==> config.mk <==
export PLATFORM = sky130hd
export DESIGN_NAME = riff_wav_header_parser
export DESIGN_NICKNAME = d
export VERILOG_FILES = /design/src/riff_pkg.sv /design/src/riff_parse.sv /design/src/riff_out.sv /design/src/riff_wav_header_parser.sv
export VERILOG_INCLUDE_DIRS = /design/src /design/src/src
export SDC_FILE = /design/constraint.sdc
export NUM_CORES = 1
export LEC_CHECK = 0
export BUFFER_PORTS_ARGS = -buffer_cell sky130_fd_sc_hd__buf_2
export CORE_MARGIN = 4
export CORE_UTILIZATION = 45
export CTS_CLUSTER_DIAMETER = 100
export CTS_CLUSTER_SIZE = 30
export DETAILED_ROUTE_END_ITERATION = 8
export PLACE_DENSITY = 0.64
export SETUP_SLACK_MARGIN = 0.2
export SYNTH_ARGS = -nofsm -noshare
export SYNTH_HDL_FRONTEND = slang
export SYNTH_SLANG_ARGS = --single-unit
==> constraint.sdc <==
create_clock -name clk -period 5.7 [get_ports clk]
set_input_delay 1.14 -clock clk [delete_from_list [all_inputs] [get_ports clk]]
set_output_delay 1.14 -clock clk [all_outputs]
set_load 0.02 [all_outputs]
==> src/riff_wav_header_parser_assert.svh <==
// Assertion macros for the RIFF/WAVE header parser.
`ifndef RIFF_WAV_HEADER_PARSER_ASSERT_SVH
`define RIFF_WAV_HEADER_PARSER_ASSERT_SVH

// Same-cycle implication, disabled during reset.
`define RIFF_ASSERT_NOW(label, ante, cons) \
  label: assert property (@(posedge clk) disable iff (rst) (ante) |-> (cons)) \
    else $error("riff parser check failed");

// Next-cycle implication, disabled during reset.
`define RIFF_ASSERT_NEXT(label, ante, cons) \
  label: assert property (@(posedge clk) disable iff (rst) (ante) |=> (cons)) \
    else $error("riff parser check failed");

`endif

==> src/riff_pkg.sv <==
// Shared types and constants for the RIFF/WAVE header parser.
package riff_pkg;

  typedef enum logic [2:0] {
    PH_GLOBAL = 3'd0,
    PH_HEADER = 3'd1,
    PH_FMT    = 3'd2,
    PH_SKIP   = 3'd3,
    PH_END    = 3'd4,
    PH_FAULT  = 3'd5
  } phase_t;

  typedef enum logic [2:0] {
    ST_OK        = 3'd0,
    ST_SIGNATURE = 3'd1,
    ST_TRUNCATED = 3'd2,
    ST_FMT_SHORT = 3'd3,
    ST_SIZE      = 3'd4
  } status_t;

  localparam logic [31:0] ID_RIFF = 32'h4646_4952;
  localparam logic [31:0] ID_WAVE = 32'h4556_4157;
  localparam logic [31:0] ID_FMT  = 32'h2074_6d66;
  localparam logic [31:0] ID_DATA = 32'h6174_6164;

  typedef struct packed {
    status_t     status;
    logic [15:0] format_code;
    logic [15:0] channel_count;
    logic [31:0] sample_rate_hz;
    logic [31:0] byte_rate;
    logic [15:0] sample_bits;
    logic [31:0] data_length;
  } result_t;

endpackage

==> src/riff_parse.sv <==
// Parser state registers and per-byte next-state logic.
module riff_parse (
  input  logic             clk,
  input  logic             rst,
  input  logic             go,
  input  logic [7:0]       data_byte,
  input  logic             end_of_file,
  output riff_pkg::result_t result
);

  riff_pkg::phase_t  phase, phase_next;
  riff_pkg::status_t error_code, error_code_next;
  logic [3:0]  field_byte_index, field_byte_index_next;
  logic [31:0] chunk_id_shift, chunk_id_shift_next;
  logic [31:0] chunk_length, chunk_length_next;
  logic [31:0] riff_remaining, riff_remaining_next;
  logic [31:0] chunk_remaining, chunk_remaining_next;
  logic [15:0] format_code, format_code_next;
  logic [15:0] channel_count, channel_count_next;
  logic [31:0] sample_rate_hz, sample_rate_hz_next;
  logic [31:0] byte_rate, byte_rate_next;
  logic [15:0] sample_bits, sample_bits_next;
  logic [31:0] data_size_seen, data_size_seen_next;

  logic [31:0] id_shifted;
  logic [31:0] len_shifted;
  logic [32:0] need;

  assign id_shifted  = {data_byte, chunk_id_shift[31:8]};
  assign len_shifted = {data_byte, chunk_length[31:8]};
  assign need        = {1'b0, len_shifted} + 33'd8;

  always_comb begin
    phase_next            = phase;
    error_code_next       = error_code;
    field_byte_index_next = field_byte_index;
    chunk_id_shift_next   = chunk_id_shift;
    chunk_length_next     = chunk_length;
    riff_remaining_next   = riff_remaining;
    chunk_remaining_next  = chunk_remaining;
    format_code_next      = format_code;
    channel_count_next    = channel_count;
    sample_rate_hz_next   = sample_rate_hz;
    byte_rate_next        = byte_rate;
    sample_bits_next      = sample_bits;
    data_size_seen_next   = data_size_seen;

    unique case (phase)
      riff_pkg::PH_GLOBAL: begin
        if (field_byte_index < 4'd4 || field_byte_index >= 4'd8) begin
          chunk_id_shift_next = id_shifted;
        end else begin
          chunk_length_next = len_shifted;
        end
        field_byte_index_next = 4'(field_byte_index + 4'd1);
        if (field_byte_index == 4'd3 && id_shifted != riff_pkg::ID_RIFF) begin
          error_code_next = riff_pkg::ST_SIGNATURE;
          phase_next      = riff_pkg::PH_FAULT;
        end else if (field_byte_index == 4'd11) begin
          if (id_shifted != riff_pkg::ID_WAVE) begin
            error_code_next = riff_pkg::ST_SIGNATURE;
            phase_next      = riff_pkg::PH_FAULT;
          end else if (chunk_length < 32'd4) begin
            error_code_next = riff_pkg::ST_SIZE;
            phase_next      = riff_pkg::PH_FAULT;
          end else begin
            riff_remaining_next   = chunk_length - 32'd4;
            chunk_remaining_next  = '0;
            field_byte_index_next = '0;
            phase_next = (chunk_length == 32'd4) ? riff_pkg::PH_END : riff_pkg::PH_HEADER;
          end
        end
      end
      riff_pkg::PH_HEADER: begin
        if (field_byte_index < 4'd4) begin
          chunk_id_shift_next = id_shifted;
        end else begin
          chunk_length_next = len_shifted;
        end
        field_byte_index_next = 4'(field_byte_index + 4'd1);
        if (field_byte_index == 4'd7) begin
          if (chunk_id_shift == riff_pkg::ID_FMT && len_shifted < 32'd16) begin
            error_code_next = riff_pkg::ST_FMT_SHORT;
            phase_next      = riff_pkg::PH_FAULT;
          end else if (need > {1'b0, riff_remaining}) begin
            error_code_next = riff_pkg::ST_SIZE;
            phase_next      = riff_pkg::PH_FAULT;
          end else begin
            riff_remaining_next   = riff_remaining - need[31:0];
            field_byte_index_next = '0;
            if (chunk_id_shift == riff_pkg::ID_FMT) begin
              chunk_remaining_next = len_shifted - 32'd16;
              phase_next           = riff_pkg::PH_FMT;
            end else begin
              if (chunk_id_shift == riff_pkg::ID_DATA) begin
                data_size_seen_next = len_shifted;
              end
              chunk_remaining_next = len_shifted;
              if (len_shifted != '0) begin
                phase_next = riff_pkg::PH_SKIP;
              end else if (riff_remaining_next == '0) begin
                phase_next = riff_pkg::PH_END;
              end else begin
                phase_next = riff_pkg::PH_HEADER;
              end
            end
          end
        end
      end
      riff_pkg::PH_FMT: begin
        unique case (field_byte_index)
          4'd0:  format_code_next[7:0]     = data_byte;
          4'd1:  format_code_next[15:8]    = data_byte;
          4'd2:  channel_count_next[7:0]   = data_byte;
          4'd3:  channel_count_next[15:8]  = data_byte;
          4'd4:  sample_rate_hz_next[7:0]  = data_byte;
          4'd5:  sample_rate_hz_next[15:8] = data_byte;
          4'd6:  sample_rate_hz_next[23:16] = data_byte;
          4'd7:  sample_rate_hz_next[31:24] = data_byte;
          4'd8:  byte_rate_next[7:0]       = data_byte;
          4'd9:  byte_rate_next[15:8]      = data_byte;
          4'd10: byte_rate_next[23:16]     = data_byte;
          4'd11: byte_rate_next[31:24]     = data_byte;
          4'd14: sample_bits_next[7:0]     = data_byte;
          4'd15: sample_bits_next[15:8]    = data_byte;
          default: ;  // block align is not reported
        endcase
        field_byte_index_next = 4'(field_byte_index + 4'd1);
        if (field_byte_index == 4'd15) begin
          if (chunk_remaining != '0) begin
            phase_next = riff_pkg::PH_SKIP;
          end else if (riff_remaining == '0) begin
            phase_next = riff_pkg::PH_END;
          end else begin
            phase_next = riff_pkg::PH_HEADER;
          end
        end
      end
      riff_pkg::PH_SKIP: begin
        chunk_remaining_next = chunk_remaining - 32'd1;
        if (chunk_remaining == 32'd1) begin
          field_byte_index_next = '0;
          phase_next = (riff_remaining == '0) ? riff_pkg::PH_END : riff_pkg::PH_HEADER;
        end
      end
      riff_pkg::PH_END: begin
        error_code_next = riff_pkg::ST_SIZE;
        phase_next      = riff_pkg::PH_FAULT;
      end
      default: ;
    endcase
  end

  // Global-header size check uses the length after the last byte shifts in.
  // Byte 11 lands in the id register, so chunk_length already holds the size.

  always_comb begin
    if (error_code_next != riff_pkg::ST_OK) begin
      result.status = error_code_next;
    end else if (phase_next == riff_pkg::PH_END) begin
      result.status = riff_pkg::ST_OK;
    end else begin
      result.status = riff_pkg::ST_TRUNCATED;
    end
    result.format_code    = format_code_next;
    result.channel_count  = channel_count_next;
    result.sample_rate_hz = sample_rate_hz_next;
    result.byte_rate      = byte_rate_next;
    result.sample_bits    = sample_bits_next;
    result.data_length    = data_size_seen_next;
  end

  always_ff @(posedge clk) begin
    if (rst || (go && end_of_file)) begin
      phase            <= riff_pkg::PH_GLOBAL;
      error_code       <= riff_pkg::ST_OK;
      field_byte_index <= '0;
      chunk_id_shift   <= '0;
      chunk_length     <= '0;
      riff_remaining   <= '0;
      chunk_remaining  <= '0;
      format_code      <= '0;
      channel_count    <= '0;
      sample_rate_hz   <= '0;
      byte_rate        <= '0;
      sample_bits      <= '0;
      data_size_seen   <= '0;
    end else if (go) begin
      phase            <= phase_next;
      error_code       <= error_code_next;
      field_byte_index <= field_byte_index_next;
      chunk_id_shift   <= chunk_id_shift_next;
      chunk_length     <= chunk_length_next;
      riff_remaining   <= riff_remaining_next;
      chunk_remaining  <= chunk_remaining_next;
      format_code      <= format_code_next;
      channel_count    <= channel_count_next;
      sample_rate_hz   <= sample_rate_hz_next;
      byte_rate        <= byte_rate_next;
      sample_bits      <= sample_bits_next;
      data_size_seen   <= data_size_seen_next;
    end
  end

endmodule

==> src/riff_out.sv <==
// Result register for the header parser output channel.
module riff_out (
  input  logic              clk,
  input  logic              rst,
  input  logic              load,
  input  riff_pkg::result_t result_in,
  input  logic              out_stall,
  output logic              out_valid,
  output riff_pkg::result_t result
);

  always_ff @(posedge clk) begin
    if (rst) begin
      out_valid <= 1'b0;
    end else if (load) begin
      out_valid <= 1'b1;
    end else if (!out_stall) begin
      out_valid <= 1'b0;
    end
  end

  always_ff @(posedge clk) begin
    if (load) begin
      result <= result_in;
    end
  end

endmodule

==> src/riff_wav_header_parser.sv <==
// Top level of the byte-serial RIFF/WAVE header parser.
//
//   channel | signals                                   | moves
//   in      | in_valid, in_stall, data_byte, end_of_file | one file byte
//   out     | out_valid, out_stall, status .. data_length | one file report
//
// One byte per cycle unless stalled; a report loads as its last byte parses.
// Throughput is set by the single parse step between the input register and
// the result register. Synchronous reset clears the parse state; the parser
// also returns to its reset state after every last byte.
// Only a last-byte transaction can wait in the input register, while the
// result register is still held by out_stall.
module riff_wav_header_parser (
  input  logic        clk,
  input  logic        rst,
  input  logic        in_valid,
  output logic        in_stall,
  input  logic [7:0]  data_byte,
  input  logic        end_of_file,
  output logic        out_valid,
  input  logic        out_stall,
  output logic [2:0]  status,
  output logic [15:0] format_code,
  output logic [15:0] channel_count,
  output logic [31:0] sample_rate_hz,
  output logic [31:0] byte_rate,
  output logic [15:0] sample_bits,
  output logic [31:0] data_length
);

  `include "riff_wav_header_parser_assert.svh"

  logic       s1_valid;
  logic [7:0] s1_byte;
  logic       s1_eof;
  logic       s1_go;

  riff_pkg::result_t parse_result;
  riff_pkg::result_t out_result;

  assign s1_go    = s1_valid && (!s1_eof || !out_valid || !out_stall);
  assign in_stall = s1_valid && !s1_go;

  always_ff @(posedge clk) begin
    if (rst) begin
      s1_valid <= 1'b0;
    end else if (!in_stall) begin
      s1_valid <= in_valid;
    end
  end

  always_ff @(posedge clk) begin
    if (in_valid && !in_stall) begin
      s1_byte <= data_byte;
      s1_eof  <= end_of_file;
    end
  end

  riff_parse u_parse (
    .clk         (clk),
    .rst         (rst),
    .go          (s1_go),
    .data_byte   (s1_byte),
    .end_of_file (s1_eof),
    .result      (parse_result)
  );

  riff_out u_out (
    .clk       (clk),
    .rst       (rst),
    .load      (s1_go && s1_eof),
    .result_in (parse_result),
    .out_stall (out_stall),
    .out_valid (out_valid),
    .result    (out_result)
  );

  assign status         = out_result.status;
  assign format_code    = out_result.format_code;
  assign channel_count  = out_result.channel_count;
  assign sample_rate_hz = out_result.sample_rate_hz;
  assign byte_rate      = out_result.byte_rate;
  assign sample_bits    = out_result.sample_bits;
  assign data_length    = out_result.data_length;

  `RIFF_ASSERT_NOW(a_stall_only_on_eof, in_stall, s1_valid && s1_eof && out_valid && out_stall)
  `RIFF_ASSERT_NEXT(a_eof_gives_report, s1_go && s1_eof, out_valid)
  `RIFF_ASSERT_NOW(a_status_legal, out_valid, status <= riff_pkg::ST_SIZE)

endmodule

* Word level (Yosys, flattened, before mapping)
Cells that the tools add are included.
Operators by class: add/subtract/negate cells 6, multipliers 0, divide/modulo/power cells 0, $lt $le $gt $ge 5, equal/unequal tests 37, shifts and indexed selects 0, muxes and demuxes 85, bitwise logic cells 0, reductions and logical operators 30
Operators with widths (number):
- $mux W32 | 27
- $pmux W32 S2 | 3
- $mux W8 | 14
- $pmux W32 S3 | 1
- $mux W3 | 23
- $logic_not A32 Y1 | 2
- $ne A32 B31 Y1 const B | 2
- $reduce_bool A32 Y1 | 2
- $mux W16 | 3
- $add A32 B4 Y33 const B | 1
- $gt A33 B32 Y1 | 1
- $eq A32 B1 Y1 const B | 1
- $eq A32 B3 Y1 const B | 1
- $eq A32 B30 Y1 const B | 1
- $eq A32 B31 Y1 const B | 1
- $lt A32 B3 Y1 const B | 1
- $lt A32 B5 Y1 const B | 1
- $mux W4 | 8
- $sub A32 B1 Y32 const B | 1
- $sub A32 B3 Y32 const B | 1
- $sub A32 B32 Y32 | 1
- $sub A32 B5 Y32 const B | 1
- $eq A4 B4 Y1 const B | 6
- $reduce_and A9 Y1 | 2
- 26 further kinds | 58
Storage, ports and cells: flip-flop bits (word level) 440, latch bits 0, bits in writable memories 0, ROM bits 0, logic and storage cells 187, memories kept 0

* Logic depth before layout (Yosys ltp)
word-level depth 13, gate-level depth with buffers 23

* Modules after synthesis
Synthesis repeated with hierarchy kept, for this count alone.
Second synthesis, totals: cell total of the unflattened synthesis 2461, area total of the unflattened synthesis 22978.3 um^2
Modules (own cells, without submodules):
- riff_parse | instances 1, cells each 2292, area each 18201.2 um^2
- riff_out | instances 1, cells each 150, area each 4443.0 um^2
- riff_wav_header_parser | instances 1, cells each 19, area each 334.1 um^2

* Worst setup path after synthesis
OpenSTA, ideal clock, no wires.
kind input to register, start input out_stall, end register u_parse.error_code[0], library setup time 0.132 ns, data arrival time 5.910 ns, slack -0.342 ns, stages 7, cells stage by stage nand3_1 > and3_1 > or2_2 > clkbuf_1 > clkbuf_1 > clkbuf_1 > nor3_1
On the way: word-level cells in the longest chain between the ends 5
Ends and longest elaborated chain:
- from (decl) | line riff_wav_header_parser.sv:21 | input logic out_stall,
- $logic_not A1 Y1
- $logic_or A1 B1 Y1 | line riff_wav_header_parser.sv:41 | assign s1_go = s1_valid && (!s1_eof || !out_valid || !out_stall);
- $logic_and A1 B1 Y1 | line riff_wav_header_parser.sv:41
- $logic_and A1 B1 Y1
- named net u_out.load | line riff_out.sv:5 | input logic load,
- $logic_or A1 B1 Y1 | line riff_parse.sv:174 | if (rst || (go && end_of_file)) begin
- to (signal assigned) | line riff_parse.sv:176 | error_code <= riff_pkg::ST_OK;
- to (signal assigned) | line riff_parse.sv:190 | error_code <= error_code_next;
- to (decl) | line riff_parse.sv:12 | riff_pkg::status_t error_code, error_code_next;
The timed path passes the listed nets, and every way through them passes these cells. A chain may end at the register's enable or synchronous reset.

==> impl_metrics.ini <==
[global_routing]
grt.total_usage_pct = 24.3
antenna_found_initial = 1
grt_remaining_overflow = 0
grt_max_degree = 116
grt_pass1_wl_mm = 106
grt_pass1_vias = 18682

[final_layout]
diodes = 0
layout-drive-gt1-share_pct = 15.6
syn_to_final_growth_pct = 9.41
layout.nets = 2751
fill_cells = 4757

[synth]
synth_top_cells_by_area = dfxtp_1 25%, edfxtp_1 21%, mux2_2 6.8%, nand2_1 6.0%, nor2_1 5.9%
synthArstFlopShare_pct = 0
synth_cells = 2615
syn-num-nets = 2704
synth_seq_cells = 440
synth-seq-area-share_pct = 45.6
ys_types = 76
synthesis.area_um2 = 22700
synth_most_common_cell = nand2_1
yosys_warnings = 0
syn_avg_cell_area_um2 = 8.69
synth-edff-count = 156
synth_top_area_share_pct = 25.0
synth_flop_cell = dfxtp_1
yosysTopAreaCell = dfxtp_1
ys_top_cells_by_count = 361 x nand2_1, 360 x nor2_1, 284 x dfxtp_1, 204 x a21oi_1, 162 x clkbuf_1

[sta]
tightest_slew_ns = 1.18
fin_ws_ns = 0.594
setup_tns_ns = 0
max_clock_freq_mhz = 196
slew_viol_final = 0
setup_viol = 0
skew_ns = 0.0294
post-route-min-period_ns = 5.11
fin_crit_sh_pct = 89.6
slew_headroom_pct = 20.8
grt_setup_unrepaired = no
final_hold_viol_count = 0

[floorplan]
io_pins = 162
die_w_um = 233
die-area_um2 = 54100
placementRows = 82
core_area_um2 = 50100
initial_core_util_pct = 45.4
die_y_um = 233

[worst_hold_path]
holdPathEnd = u_parse.data_size_seen[17]
min_path_type = reg -> reg
holdPathStages = 2
hold_start = u_parse.data_size_seen[17]

[clock_tree]
cts_root_buffer = clkbuf_16
cts_tree = done
htree_levels = 1
clock_path_buffers = 3
path_clk_slew_ns = 0.12
cts-hold-fix-buffers = 0
post_cts_buffers = 0
clk_latency_ns = 0.58
cts-buffers-inserted = 21
clock_sinks = 440

[worst_setup_path]
r2r-start = u_parse.chunk_length[12]
cp-end-kind = flop
timing.critical_path.buf_inv = 0
critPathLaunchType = flop
crit_family = simple AND/OR/NAND/NOR gates
worstPathRequired_ns = 6.04
crit_path_top_delay_cell = dfxtp_2
arrival_ns = 5.44
r2r_cells = 18
rrSetupSlack_ns = 0.59
cpPeakStageDelay_ns = 0.45
reg2reg_to = u_out.result[145]
critPathKind = reg -> reg
crit_chain = ha_1 > nand4_1 > nor2_1 > and2_2 > and4_1 > xor2_1 > ha_1 > a21oi_1 > o21ai_1 > and3b_1 > and3_1 > o31ai_1 > mux2_2 > a2111oi_0 > nand4_1 > o21bai_1 > and3_1 > o21ai_0
critical_path_peak_fanout = 8

[pwr]
powerDensity_nw_per_um2 = 230
p_leak_uw = 0.00977
peakVddDrop_v = 0.000182

[route]
drc_errors = 0
wire_per_inst_um = 20.2
drt_first_pass_iters = 5
vias = 19219
routed_wl_mm = 67.8
detail_route.vias_per_cell = 5.74
antenna_left = 0
drtIter0Drc = 1536

[placed_design]
io_buffer_count = 161
routabilityCongestion = 0.916
dpl_worst_slack_ns = 0.285
dp_hpwl_mm = 47.0

[outcome]
outcome = finished clean

[job]
maxCapViolCount = 0
[layout by cell type (no fill, tap or decap), types with 48 or more instances in the layout]
| cell type | count |
|---|---|
| nor2_1 | 359 |
| nand2_1 | 359 |
| dfxtp_1 | 283 |
| a21oi_1 | 204 |
| buf_2 | 161 |
| edfxtp_1 | 156 |
| nor3_1 | 148 |
| mux2_2 | 138 |
| inv_1 | 91 |
| o21ai_0 | 86 |
| ha_1 | 75 |
| xnor2_1 | 55 |
| buf_4 | 49 |
| nand3_1 | 48 |
[per-stage QoR]
stage,cells,hold slack (ns),total power [uW],utilization [%],instance area (um2)
6_report,3349,0.459,5720,49.6,24900
5_1_grt,3349,0.482,5930,49.6,24900
4_1_cts,3349,0.463,5770,49.6,24800
3_5_place_dp,3311,0.445,3920,48.2,24100
3_3_place_gp,3311,0.439,3900,48.2,24100
2_1_floorplan,2615,0.431,3770,-,22700
[timing repair]
| action | 4_1_cts | 5_1_grt |
|---|---|---|
| hold endpoints to repair | 0 | 0 |
| endpoints found under the setup margin | 0 | 84 |
| resized for setup | 0 | 8 |
[logic make-up (layout without fill, tap and decap cells)]
logic type	Yosys count	count (layout)	synth area share (%)
DFF	440	440	45.6
and+or+nand+nor	1106	1106	22.2
adders and majority gates	76	76	4.22
xor gates and xnor gates	100	100	3.86
buffers and inverters	282	344	4.70
AOI/OAI and AO/OA	467	467	12.3
muxes	144	144	7.11
[tightest hold or removal path, delay by kind of cell, from the launching register on]
family	cells	cell delay [ns]
DFF	1	0.32
AOI/OAI and AO/OA	1	0.05
and+or+nand+nor	1	0.05
[power breakdown]
part           switching, uW  internal [uW]  leakage [uW]
clock network           1110            759      0.000331
logic                    318            152       0.00555
registers               46.9           3330       0.00388
[flip-flops by register name, summed over array words and instances, names as in the netlist]
signal,count
u_parse.riff_remaining,32
u_out.out_valid,1
s1_valid,1
u_parse.format_code,16
u_parse.data_size_seen,32
s1_eof,1
u_parse.error_code,3
u_parse.sample_bits,16
s1_byte,8
u_parse.channel_count,16
u_parse.field_byte_index,4
u_parse.chunk_remaining,32
u_parse.byte_rate,32
u_parse.phase,3
u_parse.chunk_length,32
u_parse.sample_rate_hz,32
u_parse.chunk_id_shift,32
u_out.result,147
[how the worst max path moves through the flow]
stage	slack (ns)	startpoint	end	cells after the start
3_5_place_dp	0.28	u_parse.chunk_length[12]	u_parse.data_size_seen[24]	22
5_1_grt	0.20	u_parse.chunk_length[12]	u_parse.data_size_seen[1]	22
2_1_floorplan	1.04	u_parse.chunk_length[11]	u_out.result[145]	20
6_report	0.59	u_parse.chunk_length[12]	u_out.result[145]	18
3_3_place_gp	0.60	u_parse.chunk_length[12]	u_out.result[145]	18
4_1_cts	0.23	u_parse.chunk_length[12]	u_parse.data_size_seen[24]	22
[final cells by class]
class	count	area, um2	area share [%]
clock inverters	7	120	0.483
clock buffers	31	573	2.31
inverters	91	342	1.37
flip-flops and latches	440	10400	41.7
well taps	672	841	3.38
multi-input cells	1893	11300	45.6
repair buffers	215	1260	5.09
[metal layers]
layer / up-vias / part of all wire (%) / GRT usage, %
met2: 609 / 47 / 40.3
met4: 2 / 3.3 / 7.60
met3: 123 / 6.8 / 4.86
met1: 9309 / 43 / 32.1
li1: 9176 / - / -
met5: - / 0.019 / 0
Power figures use the tool's default switching activity.
